[src/hdl/gnl_pkg.sv]
// ----------------------------------------------------------------------------
// gnl_pkg: shared types and constants of the grammar notation lexer
// Holds the token kinds, error codes, character codes and the result word.
// ----------------------------------------------------------------------------
package gnl_pkg;

   // Width of the byte position counter and of the token fields
   localparam int POS_BITS = 16;

   // Highest usable offset plus one: a byte arriving here is too far
   localparam logic [POS_BITS-1:0] POS_LIMIT = '1;

   // Token kinds
   localparam logic [3:0] KIND_IDENT   = 4'd0;
   localparam logic [3:0] KIND_STRING  = 4'd1;
   localparam logic [3:0] KIND_ARROW   = 4'd2;
   localparam logic [3:0] KIND_LPAREN  = 4'd3;
   localparam logic [3:0] KIND_RPAREN  = 4'd4;
   localparam logic [3:0] KIND_BAR     = 4'd5;
   localparam logic [3:0] KIND_STOP    = 4'd6;
   localparam logic [3:0] KIND_NEWLINE = 4'd7;
   localparam logic [3:0] KIND_BLANK   = 4'd8;
   localparam logic [3:0] KIND_NONE    = 4'd9;

   // Error codes
   localparam logic [2:0] ERR_OK         = 3'd0;
   localparam logic [2:0] ERR_BAD_BYTE   = 3'd1;
   localparam logic [2:0] ERR_LONE_DASH  = 3'd2;
   localparam logic [2:0] ERR_UNTERM_STR = 3'd3;
   localparam logic [2:0] ERR_TOO_LONG   = 3'd4;

   // Character codes
   localparam logic [7:0] CH_NUL        = 8'h00;
   localparam logic [7:0] CH_TAB        = 8'h09;
   localparam logic [7:0] CH_LF         = 8'h0A;
   localparam logic [7:0] CH_CR         = 8'h0D;
   localparam logic [7:0] CH_SPACE      = 8'h20;
   localparam logic [7:0] CH_QUOTE      = 8'h22;
   localparam logic [7:0] CH_DOLLAR     = 8'h24;
   localparam logic [7:0] CH_LPAREN     = 8'h28;
   localparam logic [7:0] CH_RPAREN     = 8'h29;
   localparam logic [7:0] CH_DASH       = 8'h2D;
   localparam logic [7:0] CH_DOT        = 8'h2E;
   localparam logic [7:0] CH_GT         = 8'h3E;
   localparam logic [7:0] CH_BACKSLASH  = 8'h5C;
   localparam logic [7:0] CH_UNDERSCORE = 8'h5F;
   localparam logic [7:0] CH_BAR        = 8'h7C;

   // One result word
   typedef struct packed {
      logic [3:0]          token_kind;
      logic [POS_BITS-1:0] token_start;
      logic [POS_BITS-1:0] token_length;
      logic [2:0]          error_code;
      logic                stream_done;
      logic                run_last;
   } gnl_result_type;

   // Words handed from the lexer step to the result queue
   typedef struct packed {
      logic [1:0]     count;
      gnl_result_type word1;
      gnl_result_type word0;
   } gnl_push_type;

   // Queue status seen by the lexer step
   typedef struct packed {
      logic room;
   } gnl_queue_status_type;

endpackage

[src/hdl/gnl_if.sv]
// ----------------------------------------------------------------------------
// gnl_if: channel interfaces of the grammar notation lexer
// Valid/ready channels for source bytes and for result words.
// ----------------------------------------------------------------------------
interface gnl_req_if;
   logic       valid;
   logic       ready;
   logic [7:0] source_byte;
   logic       is_end;

   modport source (output valid, output source_byte, output is_end, input ready);
   modport sink   (input valid, input source_byte, input is_end, output ready);
endinterface

interface gnl_rsp_if;
   logic        valid;
   logic        ready;
   logic [3:0]  token_kind;
   logic [15:0] token_start;
   logic [15:0] token_length;
   logic [2:0]  error_code;
   logic        stream_done;
   logic        run_last;

   modport source (output valid, output token_kind, output token_start,
                   output token_length, output error_code, output stream_done,
                   output run_last, input ready);
   modport sink   (input valid, input token_kind, input token_start,
                   input token_length, input error_code, input stream_done,
                   input run_last, output ready);
endinterface

[src/hdl/gnl_lex_step.sv]
// ----------------------------------------------------------------------------
// gnl_lex_step: input register and one-byte lexer step
// Registers the incoming byte, then in one pass updates the lexer state and
// produces up to two result words for the queue.
// ----------------------------------------------------------------------------
module gnl_lex_step (
   input  logic                          clock,
   input  logic                          reset,
   gnl_req_if.sink                       req_if,
   input  gnl_pkg::gnl_queue_status_type status,
   output gnl_pkg::gnl_push_type         push
);
   import gnl_pkg::*;

   // Lexer modes
   localparam logic [2:0] MODE_IDLE    = 3'd0;
   localparam logic [2:0] MODE_IDENT   = 3'd1;
   localparam logic [2:0] MODE_BLANK   = 3'd2;
   localparam logic [2:0] MODE_NEWLINE = 3'd3;
   localparam logic [2:0] MODE_STRING  = 3'd4;
   localparam logic [2:0] MODE_DASH    = 3'd5;
   localparam logic [2:0] MODE_HALT    = 3'd6;

   function automatic logic f_ident_start(input logic [7:0] b);
      return (b >= 8'h61 && b <= 8'h7A) || (b >= 8'h41 && b <= 8'h5A)
             || b == CH_UNDERSCORE || b == CH_DOLLAR;
   endfunction

   function automatic logic f_is_run(input logic [2:0] m);
      return m == MODE_IDENT || m == MODE_BLANK || m == MODE_NEWLINE;
   endfunction

   function automatic logic f_run_continues(input logic [2:0] m, input logic [7:0] b);
      logic c;
      unique case (m)
         MODE_IDENT: c = f_ident_start(b) || (b >= 8'h30 && b <= 8'h39);
         MODE_BLANK: c = b == CH_SPACE || b == CH_TAB;
         default:    c = b == CH_LF || b == CH_CR;
      endcase
      return c;
   endfunction

   function automatic logic [3:0] f_run_kind(input logic [2:0] m);
      logic [3:0] k;
      unique case (m)
         MODE_IDENT: k = KIND_IDENT;
         MODE_BLANK: k = KIND_BLANK;
         default:    k = KIND_NEWLINE;
      endcase
      return k;
   endfunction

   function automatic gnl_result_type f_word(input logic [3:0] kind,
                                             input logic [POS_BITS-1:0] start,
                                             input logic [POS_BITS-1:0] len,
                                             input logic [2:0] err);
      gnl_result_type w;
      w.token_kind   = kind;
      w.token_start  = start;
      w.token_length = len;
      w.error_code   = err;
      w.stream_done  = 1'b0;
      w.run_last     = 1'b0;
      return w;
   endfunction

   // Input register
   logic                in_valid_ff, in_valid_in;
   logic [7:0]          in_byte_ff;
   logic                in_end_ff;
   logic                step_fire;
   logic                req_take;

   // Lexer state
   logic [2:0]          mode_ff, mode_in;
   logic [POS_BITS-1:0] begin_ff, begin_in;
   logic [POS_BITS-1:0] pos_ff, pos_in;
   logic                bs_ff, bs_in;
   logic                bs2_ff, bs2_in;

   // Step outputs
   gnl_result_type      res [2];
   logic [1:0]          res_count;

   assign step_fire     = in_valid_ff && status.room;
   assign req_if.ready  = !in_valid_ff || step_fire;
   assign req_take      = req_if.valid && req_if.ready;

   always_comb begin
      if (req_take) begin
         in_valid_in = 1'b1;
      end else if (step_fire) begin
         in_valid_in = 1'b0;
      end else begin
         in_valid_in = in_valid_ff;
      end
   end

   always_ff @(posedge clock) begin
      if (reset) begin
         in_valid_ff <= 1'b0;
      end else begin
         in_valid_ff <= in_valid_in;
      end
      if (req_take) begin
         in_byte_ff <= req_if.source_byte;
         in_end_ff  <= req_if.is_end;
      end
   end

   // One lexer step on the registered byte
   always_comb begin
      logic [7:0] b;
      logic       do_start;
      logic       last_idx;
      b         = in_byte_ff;
      do_start  = 1'b0;
      mode_in   = mode_ff;
      begin_in  = begin_ff;
      pos_in    = pos_ff;
      bs_in     = bs_ff;
      bs2_in    = bs2_ff;
      res[0]    = '0;
      res[1]    = '0;
      res_count = 2'd0;

      if (mode_ff != MODE_HALT) begin
         if (pos_ff >= POS_LIMIT) begin
            if (f_is_run(mode_ff)) begin
               res[res_count[0]] = f_word(f_run_kind(mode_ff), begin_ff,
                                          pos_ff - begin_ff, ERR_OK);
               res_count = res_count + 2'd1;
            end
            res[res_count[0]] = f_word(KIND_NONE, pos_ff, '0, ERR_TOO_LONG);
            res_count = res_count + 2'd1;
            mode_in = MODE_HALT;
         end else begin
            priority if (mode_ff == MODE_STRING) begin
               if (b == CH_NUL) begin
                  res[res_count[0]] = f_word(KIND_NONE, begin_ff, '0, ERR_UNTERM_STR);
                  res_count = res_count + 2'd1;
                  mode_in = MODE_HALT;
               end else if (b == CH_QUOTE && (!bs_ff || bs2_ff)) begin
                  res[res_count[0]] = f_word(KIND_STRING, begin_ff,
                                             pos_ff + 1'b1 - begin_ff, ERR_OK);
                  res_count = res_count + 2'd1;
                  mode_in = MODE_IDLE;
               end else begin
                  bs2_in = bs_ff;
                  bs_in  = (b == CH_BACKSLASH);
               end
            end else if (mode_ff == MODE_DASH) begin
               if (b == CH_GT) begin
                  res[res_count[0]] = f_word(KIND_ARROW, begin_ff, POS_BITS'(2), ERR_OK);
                  res_count = res_count + 2'd1;
                  mode_in = MODE_IDLE;
               end else begin
                  res[res_count[0]] = f_word(KIND_NONE, begin_ff, '0, ERR_LONE_DASH);
                  res_count = res_count + 2'd1;
                  mode_in = MODE_HALT;
               end
            end else if (f_is_run(mode_ff)) begin
               if (!f_run_continues(mode_ff, b)) begin
                  res[res_count[0]] = f_word(f_run_kind(mode_ff), begin_ff,
                                             pos_ff - begin_ff, ERR_OK);
                  res_count = res_count + 2'd1;
                  mode_in  = MODE_IDLE;
                  do_start = 1'b1;
               end
            end else begin
               do_start = 1'b1;
            end

            // Open a new token on this byte
            if (do_start) begin
               begin_in = pos_ff;
               priority if (b == CH_LF) begin
                  mode_in = MODE_NEWLINE;
               end else if (b == CH_SPACE || b == CH_TAB) begin
                  mode_in = MODE_BLANK;
               end else if (f_ident_start(b)) begin
                  mode_in = MODE_IDENT;
               end else if (b == CH_QUOTE) begin
                  mode_in = MODE_STRING;
                  bs_in   = 1'b0;
                  bs2_in  = 1'b0;
               end else if (b == CH_DOT) begin
                  res[res_count[0]] = f_word(KIND_STOP, pos_ff, POS_BITS'(1), ERR_OK);
                  res_count = res_count + 2'd1;
               end else if (b == CH_LPAREN) begin
                  res[res_count[0]] = f_word(KIND_LPAREN, pos_ff, POS_BITS'(1), ERR_OK);
                  res_count = res_count + 2'd1;
               end else if (b == CH_RPAREN) begin
                  res[res_count[0]] = f_word(KIND_RPAREN, pos_ff, POS_BITS'(1), ERR_OK);
                  res_count = res_count + 2'd1;
               end else if (b == CH_BAR) begin
                  res[res_count[0]] = f_word(KIND_BAR, pos_ff, POS_BITS'(1), ERR_OK);
                  res_count = res_count + 2'd1;
               end else if (b == CH_DASH) begin
                  mode_in = MODE_DASH;
               end else if (b == CH_NUL) begin
                  mode_in = MODE_HALT;
               end else begin
                  res[res_count[0]] = f_word(KIND_NONE, pos_ff, '0, ERR_BAD_BYTE);
                  res_count = res_count + 2'd1;
                  mode_in = MODE_HALT;
               end
            end
            pos_in = pos_ff + 1'b1;
         end
      end

      // End of source: flush the open token and restart
      if (in_end_ff) begin
         if (f_is_run(mode_in)) begin
            res[res_count[0]] = f_word(f_run_kind(mode_in), begin_in,
                                       pos_ff + 1'b1 - begin_in, ERR_OK);
            res_count = res_count + 2'd1;
         end else if (mode_in == MODE_STRING) begin
            res[res_count[0]] = f_word(KIND_NONE, begin_in, '0, ERR_UNTERM_STR);
            res_count = res_count + 2'd1;
         end else if (mode_in == MODE_DASH) begin
            res[res_count[0]] = f_word(KIND_NONE, begin_in, '0, ERR_LONE_DASH);
            res_count = res_count + 2'd1;
         end
         if (res_count == 2'd0) begin
            res[0] = f_word(KIND_NONE, '0, '0, ERR_OK);
            res_count = 2'd1;
         end
         mode_in  = MODE_IDLE;
         begin_in = '0;
         pos_in   = '0;
         bs_in    = 1'b0;
         bs2_in   = 1'b0;
      end

      // Mark the last word of this step
      last_idx = (res_count == 2'd2);
      if (res_count != 2'd0) begin
         res[last_idx].run_last    = 1'b1;
         res[last_idx].stream_done = in_end_ff;
      end
   end

   always_ff @(posedge clock) begin
      if (reset) begin
         mode_ff  <= MODE_IDLE;
         begin_ff <= '0;
         pos_ff   <= '0;
         bs_ff    <= 1'b0;
         bs2_ff   <= 1'b0;
      end else if (step_fire) begin
         mode_ff  <= mode_in;
         begin_ff <= begin_in;
         pos_ff   <= pos_in;
         bs_ff    <= bs_in;
         bs2_ff   <= bs2_in;
      end
   end

   assign push.count = step_fire ? res_count : 2'd0;
   assign push.word0 = res[0];
   assign push.word1 = res[1];

endmodule

[src/hdl/gnl_rsp_queue.sv]
// ----------------------------------------------------------------------------
// gnl_rsp_queue: four-word result queue
// Takes up to two words a cycle from the lexer step and hands one word a
// cycle to the result channel while the channel is ready.
// ----------------------------------------------------------------------------
module gnl_rsp_queue (
   input  logic                          clock,
   input  logic                          reset,
   input  gnl_pkg::gnl_push_type         push,
   output gnl_pkg::gnl_queue_status_type status,
   gnl_rsp_if.source                     rsp_if
);
   import gnl_pkg::*;

   gnl_result_type q_ff [4];
   logic [1:0]     head_ff, head_in;
   logic [1:0]     tail_ff, tail_in;
   logic [2:0]     count_ff, count_in;
   logic           pop;
   gnl_result_type head_word;

   // Room for a full two-word step
   assign status.room = (count_ff <= 3'd2);

   assign head_word           = q_ff[head_ff];
   assign rsp_if.valid        = (count_ff != 3'd0);
   assign rsp_if.token_kind   = head_word.token_kind;
   assign rsp_if.token_start  = head_word.token_start;
   assign rsp_if.token_length = head_word.token_length;
   assign rsp_if.error_code   = head_word.error_code;
   assign rsp_if.stream_done  = head_word.stream_done;
   assign rsp_if.run_last     = head_word.run_last;

   assign pop      = rsp_if.valid && rsp_if.ready;
   assign head_in  = head_ff + {1'b0, pop};
   assign tail_in  = tail_ff + push.count;
   assign count_in = count_ff + {1'b0, push.count} - {2'b00, pop};

   always_ff @(posedge clock) begin
      if (reset) begin
         head_ff  <= '0;
         tail_ff  <= '0;
         count_ff <= '0;
      end else begin
         head_ff  <= head_in;
         tail_ff  <= tail_in;
         count_ff <= count_in;
      end
   end

   // Word storage
   always_ff @(posedge clock) begin
      if (push.count != 2'd0) begin
         q_ff[tail_ff] <= push.word0;
      end
      if (push.count == 2'd2) begin
         q_ff[tail_ff + 2'd1] <= push.word1;
      end
   end

endmodule

[src/hdl/grammar_notation_lexer_unit.sv]
// ----------------------------------------------------------------------------
// grammar_notation_lexer_unit: streaming lexer for a grammar notation
// Input register, one-pass lexer step and a result queue.
// ----------------------------------------------------------------------------
// Takes one source byte per clock while the queue has room and returns
// tokens as kind, start offset and length. A byte is held in the input
// register, where the lexer step runs, and its words go to the result
// queue. Most bytes give no word, some give one and a few give two; the
// four-word queue accepts a new byte whenever it holds two words or fewer,
// so with a sink that is always ready the unit takes a byte every cycle
// and only a run of two-word bytes makes it pause. After an error or a
// zero byte nothing more comes out until the end word, which also resets
// the lexer for the next source. Positions count from 0 to 65534.
module grammar_notation_lexer_unit (
   input  logic      clock,
   input  logic      reset,
   gnl_req_if.sink   req_if,
   gnl_rsp_if.source rsp_if
);
   import gnl_pkg::*;

   gnl_push_type         push;
   gnl_queue_status_type status;

   gnl_lex_step u_lex_step (
      .clock  (clock),
      .reset  (reset),
      .req_if (req_if),
      .status (status),
      .push   (push)
   );

   gnl_rsp_queue u_rsp_queue (
      .clock  (clock),
      .reset  (reset),
      .push   (push),
      .status (status),
      .rsp_if (rsp_if)
   );

endmodule
[src/flat_wrapper.sv]
// flat-port wrapper written by rule: the top's interface ports become plain ports
module grammar_notation_lexer_unit_flat import gnl_pkg::*;
  (clock, reset, req_if_valid, req_if_source_byte, req_if_is_end, req_if_ready, rsp_if_valid, rsp_if_token_kind, rsp_if_token_start, rsp_if_token_length, rsp_if_error_code, rsp_if_stream_done, rsp_if_run_last, rsp_if_ready);
  gnl_req_if req_if_i ();
  gnl_rsp_if rsp_if_i ();
  input  logic clock;
  input  logic reset;
  input wire logic [$bits(req_if_i.valid)-1:0] req_if_valid;
  input wire logic [$bits(req_if_i.source_byte)-1:0] req_if_source_byte;
  input wire logic [$bits(req_if_i.is_end)-1:0] req_if_is_end;
  output wire logic [$bits(req_if_i.ready)-1:0] req_if_ready;
  output wire logic [$bits(rsp_if_i.valid)-1:0] rsp_if_valid;
  output wire logic [$bits(rsp_if_i.token_kind)-1:0] rsp_if_token_kind;
  output wire logic [$bits(rsp_if_i.token_start)-1:0] rsp_if_token_start;
  output wire logic [$bits(rsp_if_i.token_length)-1:0] rsp_if_token_length;
  output wire logic [$bits(rsp_if_i.error_code)-1:0] rsp_if_error_code;
  output wire logic [$bits(rsp_if_i.stream_done)-1:0] rsp_if_stream_done;
  output wire logic [$bits(rsp_if_i.run_last)-1:0] rsp_if_run_last;
  input wire logic [$bits(rsp_if_i.ready)-1:0] rsp_if_ready;
  assign req_if_i.valid = req_if_valid;
  assign req_if_i.source_byte = req_if_source_byte;
  assign req_if_i.is_end = req_if_is_end;
  assign req_if_ready = req_if_i.ready;
  assign rsp_if_valid = rsp_if_i.valid;
  assign rsp_if_token_kind = rsp_if_i.token_kind;
  assign rsp_if_token_start = rsp_if_i.token_start;
  assign rsp_if_token_length = rsp_if_i.token_length;
  assign rsp_if_error_code = rsp_if_i.error_code;
  assign rsp_if_stream_done = rsp_if_i.stream_done;
  assign rsp_if_run_last = rsp_if_i.run_last;
  assign rsp_if_i.ready = rsp_if_ready;
  grammar_notation_lexer_unit u_core (.clock(clock), .reset(reset), .req_if(req_if_i), .rsp_if(rsp_if_i));
endmodule
[config.mk]
export PLATFORM = sky130hd
export DESIGN_NAME = grammar_notation_lexer_unit_flat
export DESIGN_NICKNAME = d
export VERILOG_FILES = /design/src/hdl/gnl_pkg.sv /design/src/hdl/gnl_if.sv /design/src/hdl/gnl_lex_step.sv /design/src/hdl/gnl_rsp_queue.sv /design/src/hdl/grammar_notation_lexer_unit.sv /design/src/flat_wrapper.sv
export SDC_FILE = /design/constraint.sdc
export NUM_CORES = 1
export LEC_CHECK = 0
export BUFFER_PORTS_ARGS = -buffer_cell sky130_fd_sc_hd__buf_2
export CAP_MARGIN = 10
export CORE_MARGIN = 2
export CORE_UTILIZATION = 37
export CTS_BUF_LIST = sky130_fd_sc_hd__clkbuf_4 sky130_fd_sc_hd__clkbuf_8
export CTS_CLUSTER_SIZE = 24
export DETAILED_ROUTE_END_ITERATION = 10
export GPL_ROUTABILITY_DRIVEN = 1
export PLACE_DENSITY = 0.54
export SLEW_MARGIN = 10
export SYNTH_ARGS = -nofsm -noshare
export SYNTH_HDL_FRONTEND = slang
export SYNTH_SLANG_ARGS = --single-unit
[constraint.sdc]
create_clock -name clock -period 8.19 [get_ports clock]
set_input_delay 0.819 -clock clock [delete_from_list [all_inputs] [get_ports clock]]
set_output_delay 0.819 -clock clock [all_outputs]
set_load 0.1 [all_outputs]
# Word-level counts from Yosys, hierarchy flattened
# Memory sizes are Yosys's and may differ from the RTL's. A register that Yosys moved wholly into a read port is not among the register bits.
# Index checks and enable logic that the tools add are counted.
[word_totals]
ff_bits = 54
ramBits = 164
out_inout_bits = 43
wordCells = 260
mem_count = 1
[mem_list]
columns = ["memory", "words", "width", "read_ports", "rd_clocked_by_memory_dff", "write_ports", "line_no", "text"]
rows = [
  ["u_core.u_rsp_queue.q_ff", 4, 41, 1, 1, 2, "gnl_rsp_queue.sv:15", "gnl_result_type q_ff [4];"],
]
[classes]
addsub = 12
order_cmp = 16
n_eq_ne = 28
muxes = 155
bitwise_logic = 4
reduce_logical = 33
[ops]
columns = ["operator", "n"]
rows = [
  ["82-bit two-way mux", 18],
  ["82-bit bitwise mux", 11],
  ["41-bit two-way mux", 15],
  ["41-bit demux with 1-bit select", 5],
  ["16-bit two-way mux", 7],
  ["8-bit by 6-bit == test with 1-bit output (second input constant)", 8],
  ["3-bit two-way mux", 19],
  ["2-bit two-way mux", 28],
  ["16-bit subtractor", 3],
  ["1-bit two-way mux", 46],
  ["38-bit two-way mux", 1],
  ["8-bit by 4-bit == test with 1-bit output (second input constant)", 3],
  ["8-bit by 7-bit == test with 1-bit output (second input constant)", 3],
  ["16-bit by 1-bit adder with 16-bit output (second input constant)", 1],
  ["16-bit >= comparator (second input constant)", 1],
  ["8-bit by 7-bit >= comparator with 1-bit output (second input constant)", 2],
  ["8-bit by 7-bit less-or-equal comparator with 1-bit output (second input constant)", 2],
  ["4-bit one-hot mux with 2 select lines", 2],
  ["3-bit by 2-bit == test with 1-bit output (second input constant)", 4],
  ["3-bit == test (second input constant)", 4],
  ["1-bit logical OR", 12],
  ["1-bit logical AND", 11],
  ["2-bit by 1-bit adder with 2-bit output (second input constant)", 4],
  ["2-bit >= comparator (second input constant)", 4],
  ["other kinds (21)", 34],
]

# Longest topological paths before layout
# Gate-level depths: netlist (run 1).
[logic_depth]
ltp_word = 49
depth_mapped = 28
mapped_depth_nobuf = 24

# By module
# From an unflattened synthesis (run 1), not the netlist that was laid out.
[hier_totals]
cells_unflattened = 1428
hier_area_um2 = 15292.2
[by_module_without_submodules]
columns = ["mod", "n_inst", "cells_per_inst", "area_each_um2", "seq_area_each_um2"]
rows = [
  ["gnl_rsp_queue", 1, 444, 8464.4, 5064.9],
  ["gnl_lex_step", 1, 984, 6827.8, 1031.0],
]

# Worst setup path after synthesis (run 1)
# Ideal clock, no wire load.
[synth_timing]
kind = "reg-to-reg"
from = "register u_core.u_lex_step.in_byte_ff[5]"
to = "memory u_core.u_rsp_queue.q_ff[0][0] (netlist bit) (enable)"
setup_time_ps = 496
t_arrival_ps = 6303
t_required_ps = 7694
setup_slack_ps = 1391
path_stages_with_launch = 18
n_path_buf = 2
synth_period_minus_slack_ps = 6799
path_cell_list = "edfxtp_1 nor4_4 o211ai_2 o221a_2 a31oi_4 inv_2 clkbuf_1 ha_1 a311oi_1 a2111oi_4 a221o_1 nand2_1 inv_1 buf_2 nor2_1 nand2_1 inv_1 o21ai_0"
[synth_lines]
columns = ["element", "line_no", "text"]
rows = [
  ["start, declared", "gnl_lex_step.sv:69", "logic [7:0] in_byte_ff;"],
  ["start signal, assigned", "gnl_lex_step.sv:106", "in_byte_ff <= req_if.source_byte;"],
  ["end, declared", "gnl_rsp_queue.sv:15", ""],
]

# Worst setup path after layout (run 1)
[layout_timing]
from = "register u_core.u_lex_step.in_byte_ff[2]"
to = "register u_core.u_rsp_queue.count_ff[2]"
[layout_between]
elab_chain_cells = 43
[layout_rtl]
columns = ["element", "line_no", "text"]
rows = [
  ["8-bit by 7-bit >= comparator with 1-bit output or 8-bit by 7-bit less-or-equal comparator with 1-bit output (tied branches)", "gnl_lex_step.sv:25", "return (b >= 8'h61 && b <= 8'h7A) || (b >= 8'h41 && b <= 8'h5A)"],
  ["1-bit logical AND", "gnl_lex_step.sv:25", ""],
  ["1-bit logical OR", "gnl_lex_step.sv:25", ""],
  ["1-bit logical OR (2 in series)", "gnl_lex_step.sv:26", "|| b == CH_UNDERSCORE || b == CH_DOLLAR;"],
  ["1-bit logical OR", "gnl_lex_step.sv:36", "MODE_IDENT: c = f_ident_start(b) || (b >= 8'h30 && b <= 8'h39);"],
  ["1-bit one-hot mux with 2 select lines", "gnl_lex_step.sv:35", "unique case (m)"],
  ["1-bit two-way mux", "gnl_lex_step.sv:162", "end else if (f_is_run(mode_ff)) begin"],
  ["1-bit two-way mux", "gnl_lex_step.sv:152", "end else if (mode_ff == MODE_DASH) begin"],
  ["(+26 left out)", "--", ""],
  ["2-bit two-way mux", "gnl_lex_step.sv:215", "if (f_is_run(mode_in)) begin"],
  ["2-bit two-way mux", "gnl_lex_step.sv:214", "if (in_end_ff) begin"],
  ["2-bit zero test", "gnl_lex_step.sv:226", "if (res_count == 2'd0) begin"],
  ["2-bit two-way mux", "gnl_lex_step.sv:226", ""],
  ["2-bit two-way mux (*)", "gnl_lex_step.sv:214", ""],
  ["2-bit two-way mux (*)", "gnl_lex_step.sv:261", "assign push.count = step_fire ? res_count : 2'd0;"],
  ["3-bit by 2-bit adder with 3-bit output (*)", "gnl_rsp_queue.sv:37", "assign count_in = count_ff + {1'b0, push.count} - {2'b00, pop};"],
  ["3-bit by 1-bit subtractor with 3-bit output (*)", "gnl_rsp_queue.sv:37", ""],
  ["end signal, assigned", "gnl_rsp_queue.sv:47", "count_ff <= count_in;"],
  ["end, declared", "gnl_rsp_queue.sv:18", "logic [2:0] count_ff, count_in;"],
]
# Every way passes the cells marked *; elsewhere a longest branch is shown, timed or not. The select of a mux whose other input is x is not followed.
# A chain may end at the register's enable or synchronous reset.

==> results.sh, run 1 <==
export IMPL_status="finished clean"
export IMPL_finalSetupViolations=0
export IMPL_grt_max_degree=49
export IMPL_synth_edff_count=173
export IMPL_fmax_mhz=131.7
export IMPL_worst_pin_slew_ps=1042
export IMPL_drv_cap=0
export IMPL_synth_area_mm2=0.01541
export IMPL_async_reset_ff_share_pct=0
export IMPL_wire_per_inst_um=22.68
export IMPL_post_cts_resize_count=0
export IMPL_power_density_mw_per_mm2=238.1
export IMPL_yosysWarningCount=0
export IMPL_rsz0062_at_grt="false"
export IMPL_ys_types=98
export IMPL_grt_busiest_layer="met2"
export IMPL_rows=74
export IMPL_layout_cells_non_filler=2088
export IMPL_fin_crit_ps=7596
export IMPL_die_y_um=208.1
export IMPL_portBuffers=55
export IMPL_initial_core_util_pct=37.65
export IMPL_crit_path_start_kind="flop"
export IMPL_synth_commonest_cells="edfxtp_1, nor2_1, a21oi_1"
export IMPL_slew_viol_final=0
export IMPL_yosys_register_bits=218
export IMPL_nFillCells=3965
export IMPL_syn2layout_area_growth_pct=10.01
export IMPL_grt_pass1_wl_mm=73.85
export IMPL_synthesis_nets=1580
export IMPL_slowest_delay_ps=680
export IMPL_io_pins=56
export IMPL_layout_nets=1596
export IMPL_post_dp_cell_area_mm2=0.01615
export IMPL_arrival_ps=8030
export IMPL_cp_buffers_inverters=4
export IMPL_diodes=0
export IMPL_die_area_mm2=0.04329
export IMPL_p_leak_nw=6.407
export IMPL_synth_cells=1510
export IMPL_synth_area_per_cell_um2=10.20
export IMPL_cts_hold_buffers_added=0
export IMPL_met3_usage_pct=2.913
export IMPL_fin_area_mm2=0.01695
export IMPL_dr_pass1_iters=5
export IMPL_synth_top_flop_cell="edfxtp_1"
export IMPL_cts_setup_buffers=0
export IMPL_crit_chain="nor4_1 > a22o_1 > a32oi_2 > a31oi_4 > inv_2 > ha_1 > a311oi_1 > a2111oi_4 > a221o_1 > nand2_1 > inv_1 > ha_1 > inv_1 > nand4_1 > nand3_2 > o21ai_0 > o21ai_0 > or2_2 > ha_1 > inv_1 > ha_1 > fa_1 > xnor2_1 > nor2_1"
export IMPL_cts_buffer_depth=3
export IMPL_finalCritPeriodShare_pct=92.75
export IMPL_drt_wl_total_mm=47.36
export IMPL_cts_root_buf="clkbuf_8"
export IMPL_hold_violations=0
export IMPL_drive_above_1_share_pct=20.76
export IMPL_clkLatencyLatePin_ps=600
export IMPL_die_w_um=208.1
export IMPL_coreArea_mm2=0.04092
export IMPL_crit_type="reg2reg"
export IMPL_track_usage_pct=21.84
export IMPL_finClkSkew_ps=24.20
export IMPL_grt_pass1_vias=12060
export IMPL_ys_top_cells_by_area="edfxtp_1, mux4_2, dfxtp_1"
export IMPL_cts_htree_levels=2
export IMPL_synth_top_area_share_pct=33.72
export IMPL_cts_sinks=218
export IMPL_crit_family="compound AO/OA/AOI/OAI gates"
export IMPL_cts_buffers=40
export IMPL_hold_path_class="in2reg"
export IMPL_met2_usage_pct=34.23
export IMPL_max_slew_margin_pct=30.29
export IMPL_required_ps=8630
export IMPL_post_route_drc_count=0
export IMPL_clkTransAtPathRegs_ps=60
export IMPL_post_place_cells=2016
export IMPL_synth_yosys_seq_area_share_pct=39.56
export IMPL_tns_ps=0
export IMPL_antenna_found_initial=0
export IMPL_dp_hpwl_mm=32.66
export IMPL_ant_nets=0
export IMPL_vdd_ir_drop_worst_uv=162.2
export IMPL_gp_congestion=0.9153
export IMPL_yosys_area_top_type="edfxtp_1"
export IMPL_worstPathMaxFanout=20
export IMPL_endpoint_kind="flop"
export IMPL_vias=12390
export IMPL_via_per_inst=5.932
export IMPL_drt_iter0_drc=1146
export IMPL_cts_tree="yes"
export IMPL_cpMostUsedCell="ha_1"
export IMPL_cp_slowest_cell="nor4_1"
export IMPL_yosysMostFrequentCell="edfxtp_1"
export IMPL_final_core_util_pct=41.41
export IMPL_grt_met1_usage_pct=31.32
export IMPL_hold_ws_ps=395.4
export IMPL_overflow=0
-- worst register-to-register path, delay by kind of cell, from the launching register on --
family,cells,cell delay [ps]
fa+ha+maj,5,1570
buf+inv,4,410
simple gates,6,1710
flops,1,650
compound gates,8,2940
xor+xnor,1,170
-- report_power, final --
group	switching (W)	leakage (nW)	internal, W
Sequential	0.000100	1.98	0.00129
Clock	0.000483	0.428	0.000593
Combinational	0.00117	4.00	0.000401
Total	0.00175	6.41	0.00228
-- path summary, 6_finish.rpt --
| kind | start | end | slack (ps) | cells after the start |
|---|---|---|---|---|
| setup reg to reg | u_core.u_lex_step.in_byte_ff[2] | u_core.u_rsp_queue.count_ff[2] | 590 | 24 |
| setup / recovery | u_core.u_lex_step.in_byte_ff[2] | u_core.u_rsp_queue.count_ff[2] | 590 | 24 |
| hold / removal | req_if_source_byte[4] | u_core.u_lex_step.in_byte_ff[4] | 400 | 1 |
| hold reg to reg | u_core.u_lex_step.bs2_ff | u_core.u_lex_step.bs2_ff | 480 | 2 |
-- metrics by stage --
step | power [W] | worst slack [ps]
6_report | 0.004036 | 594.2
2_1_floorplan | 0.002674 | 1391
3_5_place_dp | 0.002991 | 723.0
5_1_grt | 0.004208 | 235.1
4_1_cts | 0.004079 | 681.1
3_3_place_gp | 0.002988 | 905.1
-- logic make-up (layout without fill, tap and decap cells) --
| kind of cell | after synthesis | count (layout) | share of synthesized area, % |
|---|---|---|---|
| AO/OA/AOI/OAI | 403 | 403 | 18.05 |
| XOR/XNOR | 58 | 58 | 3.297 |
| adder cells (fa/ha/maj) | 57 | 57 | 4.824 |
| buffers and inverters | 152 | 198 | 4.312 |
| flip-flops | 218 | 218 | 39.56 |
| multiplexers | 183 | 183 | 16.07 |
| AND/OR/NAND/NOR | 439 | 439 | 13.88 |
-- placed cells by master, fill, tap and decap left out, types with 12 or more instances in the layout --
cell	n
nand2b_1	12
o22a_1	16
clkbuf_8	42
a21o_1	22
dfxtp_1	43
edfxtp_1	173
mux2_2	72
o22ai_1	12
a21oi_1	119
xnor2_1	26
inv_1	42
buf_2	55
nor2_1	146
buf_4	26
nand2_1	107
and3_1	14
o21ai_0	74
xor2_1	32
a221oi_1	15
ha_1	53
a211oi_1	15
nor3_1	30
mux4_2	41
clkbuf_4	19
mux2i_1	58
nor2b_1	13
nand3_1	38
-- area by class of cell --
class                      count  area (um2)  area share, %
clock buffer                  61       720.7          4.252
clock inverter                11       80.08         0.4725
inverter                      44       165.2         0.9745
multi-input combinational   1140        8726          51.48
sequential                   218        6101          36.00
tap                          532       665.6          3.927
timing repair buffer          82       490.5          2.894
-- flip-flops by register name, summed over array words and instances, names as in the netlist, 2 cells and up --
| name | count |
|---|---|
| u_core.u_lex_step.mode_ff | 3 |
| u_core.u_lex_step.pos_ff | 16 |
| u_core.u_rsp_queue.count_ff | 3 |
| u_core.u_lex_step.in_byte_ff | 8 |
| u_core.u_rsp_queue.q_ff | 164 |
| u_core.u_rsp_queue.tail_ff | 2 |
| u_core.u_rsp_queue.head_ff | 2 |
| u_core.u_lex_step.begin_ff | 16 |
-- routing by layer --
| metal | wire length, um | up-vias |
|---|---|---|
| li1 | - | 5766 |
| met1 | 21970 | 6079 |
| met2 | 21490 | 471 |
| met3 | 2822 | 71 |
| met4 | 1080 | 0 |
| met5 | 0 | - |
(Power assumes the default switching activity.)
==> inputs of run 2 (changes only) <==
--- a/config.mk
+++ b/config.mk
@@ -13,7 +13,7 @@
 export CTS_CLUSTER_SIZE = 24
 export DETAILED_ROUTE_END_ITERATION = 10
 export GPL_ROUTABILITY_DRIVEN = 1
-export PLACE_DENSITY = 0.54
+export PLACE_DENSITY = 0.56
 export SLEW_MARGIN = 10
 export SYNTH_ARGS = -nofsm -noshare
 export SYNTH_HDL_FRONTEND = slang
==> run 2 against run 1 <==
Via count increased by 0.45%. Global-route usage is 0.24 points lower. Clock skew grew 4.4 ps. Combinational power is essentially flat. Critical path depth unchanged. Count of clock-buffer cells in the layout decreased by 10. Register-to-register slack improved by 270 ps. Maximum frequency up 3.6%. Critical path type unchanged. Highest routed layer unchanged.
==> results.sh, run 2 (synthesized netlist as in run 1, its figures left out) <==
export IMPL_io_pins=56
export IMPL_worst_pin_slew_ps=1122
export IMPL_largest_register_ffs=164
export IMPL_p_seq_share_pct=34.8
export IMPL_final_cell_mix="edfxtp_1, nor2_1, a21oi_1, nand2_1, o21ai_0"
export IMPL_p_sw_share_pct=43.94
export IMPL_hold_path_class="in2reg"
export IMPL_finalCritPeriodShare_pct=89.51
export IMPL_diodes=0
export IMPL_finalSetupViolations=0
export IMPL_slew_viol_final=0
export IMPL_worstPathMaxFanout=11
export IMPL_cts_hold_buffers_added=0
export IMPL_ant_nets=0
export IMPL_regArea_mm2=0.006101
export IMPL_clkTransAtPathRegs_ps=50
export IMPL_gp_congestion=0.9550
export IMPL_die_area_mm2=0.04329
export IMPL_cts_buffers=38
export IMPL_clkLatencyLatePin_ps=570
export IMPL_drv_cap=0
export IMPL_multi_input_area_mm2=0.008726
export IMPL_fmax_mhz=136.4
export IMPL_die_w_um=208.1
export IMPL_nFillCells=3942
export IMPL_die_y_um=208.1
export IMPL_hold_violations=0
export IMPL_cts_buffer_depth=3
export IMPL_fin_crit_ps=7331
export IMPL_finClkSkew_ps=28.56
export IMPL_cts_tree="yes"
export IMPL_cts_root_buf="clkbuf_8"
export IMPL_dp_hpwl_mm=33.01
export IMPL_cts_htree_levels=2
export IMPL_track_usage_pct=21.60
export IMPL_p_switching_w=0.001746
export IMPL_regToRegEndpoint="u_core.u_rsp_queue.count_ff[2]"
export IMPL_p_int_w=0.002227
export IMPL_rrSetupSlack_ps=860
export IMPL_rows=74
export IMPL_p_leak_nw=6.403
export IMPL_hp_start="req_if_is_end"
export IMPL_pwr_share_clk_pct=25.4
export IMPL_hold_depth=1
export IMPL_grt_max_degree=47
export IMPL_cts_setup_buffers=0
export IMPL_crit_type="reg2reg"
export IMPL_layout_nets=1599
export IMPL_comb_power_share_pct=39.8
export IMPL_arrival_ps=7730
export IMPL_grt_pass1_wl_mm=73.64
export IMPL_post_dp_cell_area_mm2=0.01619
export IMPL_status="finished clean"
export IMPL_max_slew_margin_pct=24.95
export IMPL_grt_pass1_vias=12040
export IMPL_wire_per_inst_um=22.67
export IMPL_fin_area_mm2=0.01694
export IMPL_portBuffers=55
export IMPL_rsz0062_at_grt="false"
export IMPL_drt_wl_total_mm=47.40
export IMPL_syn2layout_area_growth_pct=9.916
export IMPL_power_density_mw_per_mm2=234.6
export IMPL_drive_above_1_share_pct=20.72
export IMPL_largest_register="u_core.u_rsp_queue.q_ff"
export IMPL_drt_iter0_drc=1141
export IMPL_initial_core_util_pct=37.65
export IMPL_ff2ff_path_depth=24
export IMPL_top_regs="u_core.u_rsp_queue.q_ff x164, u_core.u_lex_step.begin_ff x16, u_core.u_lex_step.pos_ff x16"
export IMPL_dr_pass1_iters=5
export IMPL_vias=12440
export IMPL_post_cts_resize_count=0
export IMPL_antenna_found_initial=0
export IMPL_tns_ps=0
export IMPL_final_core_util_pct=41.38
export IMPL_post_route_drc_count=0
export IMPL_required_ps=8590
export IMPL_reg2reg_from="u_core.u_lex_step.in_byte_ff[1]"
export IMPL_vdd_ir_drop_worst_uv=154.4
export IMPL_layout_commonest_cell="edfxtp_1"
export IMPL_overflow=0
export IMPL_hold_end="u_core.u_lex_step.in_end_ff"
export IMPL_cts_sinks=218
export IMPL_crit_path_start_kind="flop"
export IMPL_via_per_inst=5.951
export IMPL_endpoint_kind="flop"
export IMPL_coreArea_mm2=0.04092
-- run 2: cell count changes in the layout (fill, tap and decap cells not counted) --
cell	previous run	this run
inv_8	0	1
inv_6	1	0
clkinv_4	0	1
clkinv_1	6	9
clkbuf_4	19	12
buf_4	26	31
clkinv_2	3	7
clkbuf_8	42	39
-- run 2: area by class of cell --
cell class	instances	area share [%]
clock buffers	51	3.702
clock inverters	19	0.7241
inverters	44	0.9752
multi-input cells	1140	51.53
flip-flops and latches	218	36.03
well taps	532	3.931
repair buffers	87	3.118
-- run 2: power by group through the flow --
stage	clock, W	combinational, W	sequential [W]
detailed placement	0	0.00158	0.00141
CTS	0.00103	0.00158	0.00139
global placement	0	0.00158	0.00141
floorplan	0	0.00134	0.00133
global route	0.00107	0.00165	0.00140
finish	0.00101	0.00158	0.00138
-- run 2: per-layer routing --
layer  track usage, %  vias to the layer above  share of wire [%]
met5                0                        -                  0
li1                 -                     5786                  -
met2            34.53                      473                 46
met3            2.853                       68                6.3
met4            5.723                        0                2.1
met1            30.82                     6116                 46
-- run 2: how the worst max path moves through the flow --
| stage | start | to | slack, ps | cells past startpoint |
|---|---|---|---|---|
| 6_report | u_core.u_lex_step.in_byte_ff[1] | u_core.u_rsp_queue.count_ff[2] | 860 | 24 |
| 5_1_grt | u_core.u_lex_step.in_byte_ff[4] | u_core.u_rsp_queue.count_ff[2] | 420 | 24 |
| 4_1_cts | u_core.u_lex_step.in_byte_ff[1] | u_core.u_rsp_queue.count_ff[2] | 900 | 24 |
| 3_5_place_dp | u_core.u_lex_step.in_byte_ff[1] | u_core.u_rsp_queue.count_ff[2] | 940 | 24 |
| 3_3_place_gp | u_core.u_lex_step.in_byte_ff[4] | u_core.u_rsp_queue.count_ff[2] | 1140 | 24 |
| 2_1_floorplan | u_core.u_lex_step.in_byte_ff[5] | u_core.u_rsp_queue.q_ff[0][0] | 1390 | 17 |
-- run 2: critical path, stage by stage (launching register included) --
cell	delay [ps]
edfxtp_1	520
nor4_1	680
a22o_1	340
a32oi_2	110
a31oi_4	370
inv_2	70
ha_1	310
a311oi_1	410
a2111oi_4	90
a221o_1	440
nand2_1	190
inv_1	220
ha_1	330
inv_1	90
nand4_1	150
nand3_2	180
o21ai_0	600
o21ai_0	440
or2_2	440
ha_1	290
inv_1	40
ha_1	200
fa_1	440
xnor2_1	170
nor2_1	50
-- run 2: through the flow --
stage / worst slack [ps] / hold WS [ps] / power (W) / cells
finish: 859.5 / 445.2 / 0.003973 / 2091
global placement: 1136 / 459.6 / 0.002985 / 2021
CTS: 902.8 / 417.5 / 0.004002 / 2091
floorplan: 1391 / 444.0 / 0.002674 / 1510
global route: 416.9 / 428.3 / 0.004128 / 2091
detailed placement: 941.2 / 468.1 / 0.002991 / 2021
==> inputs of run 3 (changes only) <==
--- a/config.mk
+++ b/config.mk
@@ -8,13 +8,14 @@
 export BUFFER_PORTS_ARGS = -buffer_cell sky130_fd_sc_hd__buf_2
 export CAP_MARGIN = 10
 export CORE_MARGIN = 2
-export CORE_UTILIZATION = 37
+export CORE_UTILIZATION = 61
 export CTS_BUF_LIST = sky130_fd_sc_hd__clkbuf_4 sky130_fd_sc_hd__clkbuf_8
 export CTS_CLUSTER_SIZE = 24
 export DETAILED_ROUTE_END_ITERATION = 10
 export GPL_ROUTABILITY_DRIVEN = 1
-export PLACE_DENSITY = 0.56
+export PLACE_DENSITY = 0.83
 export SLEW_MARGIN = 10
 export SYNTH_ARGS = -nofsm -noshare
 export SYNTH_HDL_FRONTEND = slang
+export SYNTH_HIERARCHICAL = 1
 export SYNTH_SLANG_ARGS = --single-unit
==> run 3 against run 2 <==
Wire length shrank 6.2%. Critical path type unchanged. Critical endpoint is now u_core/u_rsp_queue/q_ff[2][6]. Global-route usage rose by 12 points. Via count is 0.83% lower. Power fell by 2.5%. Final cell count decreased by 13%. Maximum frequency grew 2.9%. Clock skew decreased by 3.1 ps. Final area is 2.9% lower. Utilization grew 26 points.
==> results.sh, run 3 <==
export IMPL_hp_start="req_if_is_end"
export IMPL_cts_hold_buffers_added=0
export IMPL_die_y_um=162.3
export IMPL_fin_area_mm2=0.01644
export IMPL_synthesis_nets=1496
export IMPL_vias=12340
export IMPL_drive_above_1_share_pct=25.64
export IMPL_regArea_mm2=0.006098
export IMPL_arrival_ps=7360
export IMPL_dp_slack_ps=1196
export IMPL_slew_viol_final=0
export IMPL_track_usage_pct=33.61
export IMPL_clkLatencyLatePin_ps=550
export IMPL_hold_end="u_core/u_lex_step/in_end_ff"
export IMPL_layout_nets=1526
export IMPL_p_leak_nw=6.186
export IMPL_fin_ws_ps=1067
export IMPL_cts_root_buf="clkbuf_8"
export IMPL_via_per_inst=6.818
export IMPL_grt_pass1_wl_mm=68.30
export IMPL_yosysWarningCount=6
export IMPL_synth_area_per_cell_um2=10.71
export IMPL_synth_area_mm2=0.01529
export IMPL_syn2layout_area_growth_pct=7.519
export IMPL_multi_input_area_mm2=0.008602
export IMPL_io_pins=56
export IMPL_worstPathMaxFanout=32
export IMPL_rsz0062_at_grt="false"
export IMPL_drt_wl_total_mm=44.46
export IMPL_hold_violations=0
export IMPL_regToRegEndpoint="u_core/u_rsp_queue/q_ff[2][6]"
export IMPL_post_cts_resize_count=0
export IMPL_hold_ws_ps=445.7
export IMPL_finalSetupViolations=0
export IMPL_ys_types=92
export IMPL_die_area_mm2=0.02635
export IMPL_overflow=0
export IMPL_cts_tree="yes"
export IMPL_gp_congestion=0.9717
export IMPL_hold_path_class="in2reg"
export IMPL_yosys_area_top_type="edfxtp_1"
export IMPL_diodes=0
export IMPL_synth_top_flop_cell="edfxtp_1"
export IMPL_die_w_um=162.3
export IMPL_cts_setup_buffers=0
export IMPL_largest_register_ffs=164
export IMPL_hold_depth=1
export IMPL_tns_ps=0
export IMPL_drv_cap=0
export IMPL_rows=57
export IMPL_yosysMostFrequentCell="nor2_1"
export IMPL_ff2ff_path_depth=18
export IMPL_cts_sinks=218
export IMPL_endpoint_kind="flop"
export IMPL_required_ps=8420
export IMPL_reg2reg_from="u_core/u_lex_step/in_byte_ff[5]"
export IMPL_finClkSkew_ps=25.45
export IMPL_coreArea_mm2=0.02446
export IMPL_grt_pass1_vias=11970
export IMPL_synth_yosys_seq_area_share_pct=39.86
export IMPL_crit_path_start_kind="flop"
export IMPL_max_slew_margin_pct=29.05
export IMPL_worst_pin_slew_ps=1057
export IMPL_largest_register="u_core/u_rsp_queue/q_ff"
export IMPL_crit_type="reg2reg"
export IMPL_portBuffers=55
export IMPL_finalCritPeriodShare_pct=86.97
export IMPL_cts_buffers=37
export IMPL_synth_cells=1428
export IMPL_fmax_mhz=140.4
export IMPL_layout_cells_non_filler=1810
export IMPL_antenna_found_initial=0
export IMPL_yosys_register_bits=218
export IMPL_final_cell_mix="nor2_1, edfxtp_1, mux2_2, a21oi_1, nand2_1"
export IMPL_top_regs="u_core/u_rsp_queue/q_ff x164, u_core/u_lex_step/begin_ff x16, u_core/u_lex_step/pos_ff x16"
export IMPL_cts_htree_levels=2
export IMPL_cts_buffer_depth=3
export IMPL_nFillCells=1747
export IMPL_vdd_ir_drop_worst_uv=251.5
export IMPL_dr_pass1_iters=6
export IMPL_post_route_drc_count=0
export IMPL_drt_iter0_drc=1676
export IMPL_synth_commonest_cells="nor2_1, edfxtp_1, mux2_2"
export IMPL_initial_core_util_pct=62.51
export IMPL_fin_crit_ps=7123
export IMPL_post_place_cells=1743
export IMPL_dp_hpwl_mm=30.82
export IMPL_wire_per_inst_um=24.56
export IMPL_clkTransAtPathRegs_ps=60
export IMPL_synth_top_area_share_pct=33.97
export IMPL_rrSetupSlack_ps=1070
export IMPL_ant_nets=0
export IMPL_grt_max_degree=48
export IMPL_async_reset_ff_share_pct=0
export IMPL_ys_top_cells_by_area="edfxtp_1, mux2_2, mux4_2"
export IMPL_post_dp_cell_area_mm2=0.01573
export IMPL_synth_edff_count=173
export IMPL_power_density_mw_per_mm2=235.7
export IMPL_layout_commonest_cell="nor2_1"
export IMPL_status="finished clean"
run 3: kinds of logic after synthesis:
family | count (synthesis) | share of synthesized area [%]
AND/OR/NAND/NOR | 430 | 13.96
AO/OA/AOI/OAI | 312 | 13.84
multiplexers | 228 | 20.03
flip-flops | 218 | 39.86
buffers and inverters | 129 | 4.222
XOR/XNOR | 56 | 3.387
adder cells (fa/ha/maj) | 55 | 4.696
run 3: how the worst max path moves through the flow:
stage,endpoint,start,slack (ps),cells after the start
global placement,u_core/u_rsp_queue/q_ff[2][3],u_core/u_lex_step/in_byte_ff[5],1440,18
CTS,u_core/u_rsp_queue/q_ff[2][29],u_core/u_lex_step/in_byte_ff[5],1200,18
detailed placement,u_core/u_rsp_queue/q_ff[2][3],u_core/u_lex_step/in_byte_ff[5],1200,18
floorplan,u_core/u_rsp_queue/q_ff[0][0],u_core/u_lex_step/in_byte_ff[6],120,18
finish,u_core/u_rsp_queue/q_ff[2][6],u_core/u_lex_step/in_byte_ff[5],1070,18
global route,u_core/u_rsp_queue/q_ff[2][6],u_core/u_lex_step/in_byte_ff[5],590,18
run 3: routing by layer:
metal | GRT usage [%] | part of all wire (%) | vias up
li1 | - | - | 5490
met1 | 45.56 | 39 | 5874
met2 | 53.38 | 46 | 847
met3 | 7.207 | 11 | 129
met4 | 12.83 | 3.8 | 0
met5 | 0 | 0 | -
run 3: report_power, final:
| part | internal, W | switching [W] |
|---|---|---|
| combinational | 0.000386 | 0.00116 |
| clock | 0.000509 | 0.000469 |
| sequential | 0.00130 | 0.0000533 |
run 3: area by class of cell:
cell class | instances | share of cell area, %
timing repair buffer | 79 | 2.846
inverter | 41 | 0.9360
clock inverter | 26 | 1.065
sequential | 218 | 37.09
clock buffer | 41 | 3.280
tap | 324 | 2.466
multi-input combinational | 1081 | 52.32
run 3: critical path, cell delays in order (launching register included):
cell and delay [ps]:
edfxtp_1 620, or4b_1 570, nor3b_2 440, a211oi_1 210
nand2b_1 210, and2_1 250, inv_1 210, ha_1 170
a21oi_1 60, o31a_1 320, a211oi_4 640, ha_1 300
inv_1 60, a22oi_1 230, a21oi_2 150, nor3_1 860
nor2_1 280, o21bai_4 870, buf_4 350
run 3: stage by stage:
step	utilization, %	total power, W
6_report	67.21	0.003875
5_1_grt	67.21	0.003984
4_1_cts	67.21	0.003873
3_5_place_dp	64.29	0.002897
3_3_place_gp	64.29	0.002873
2_1_floorplan	-	0.002639
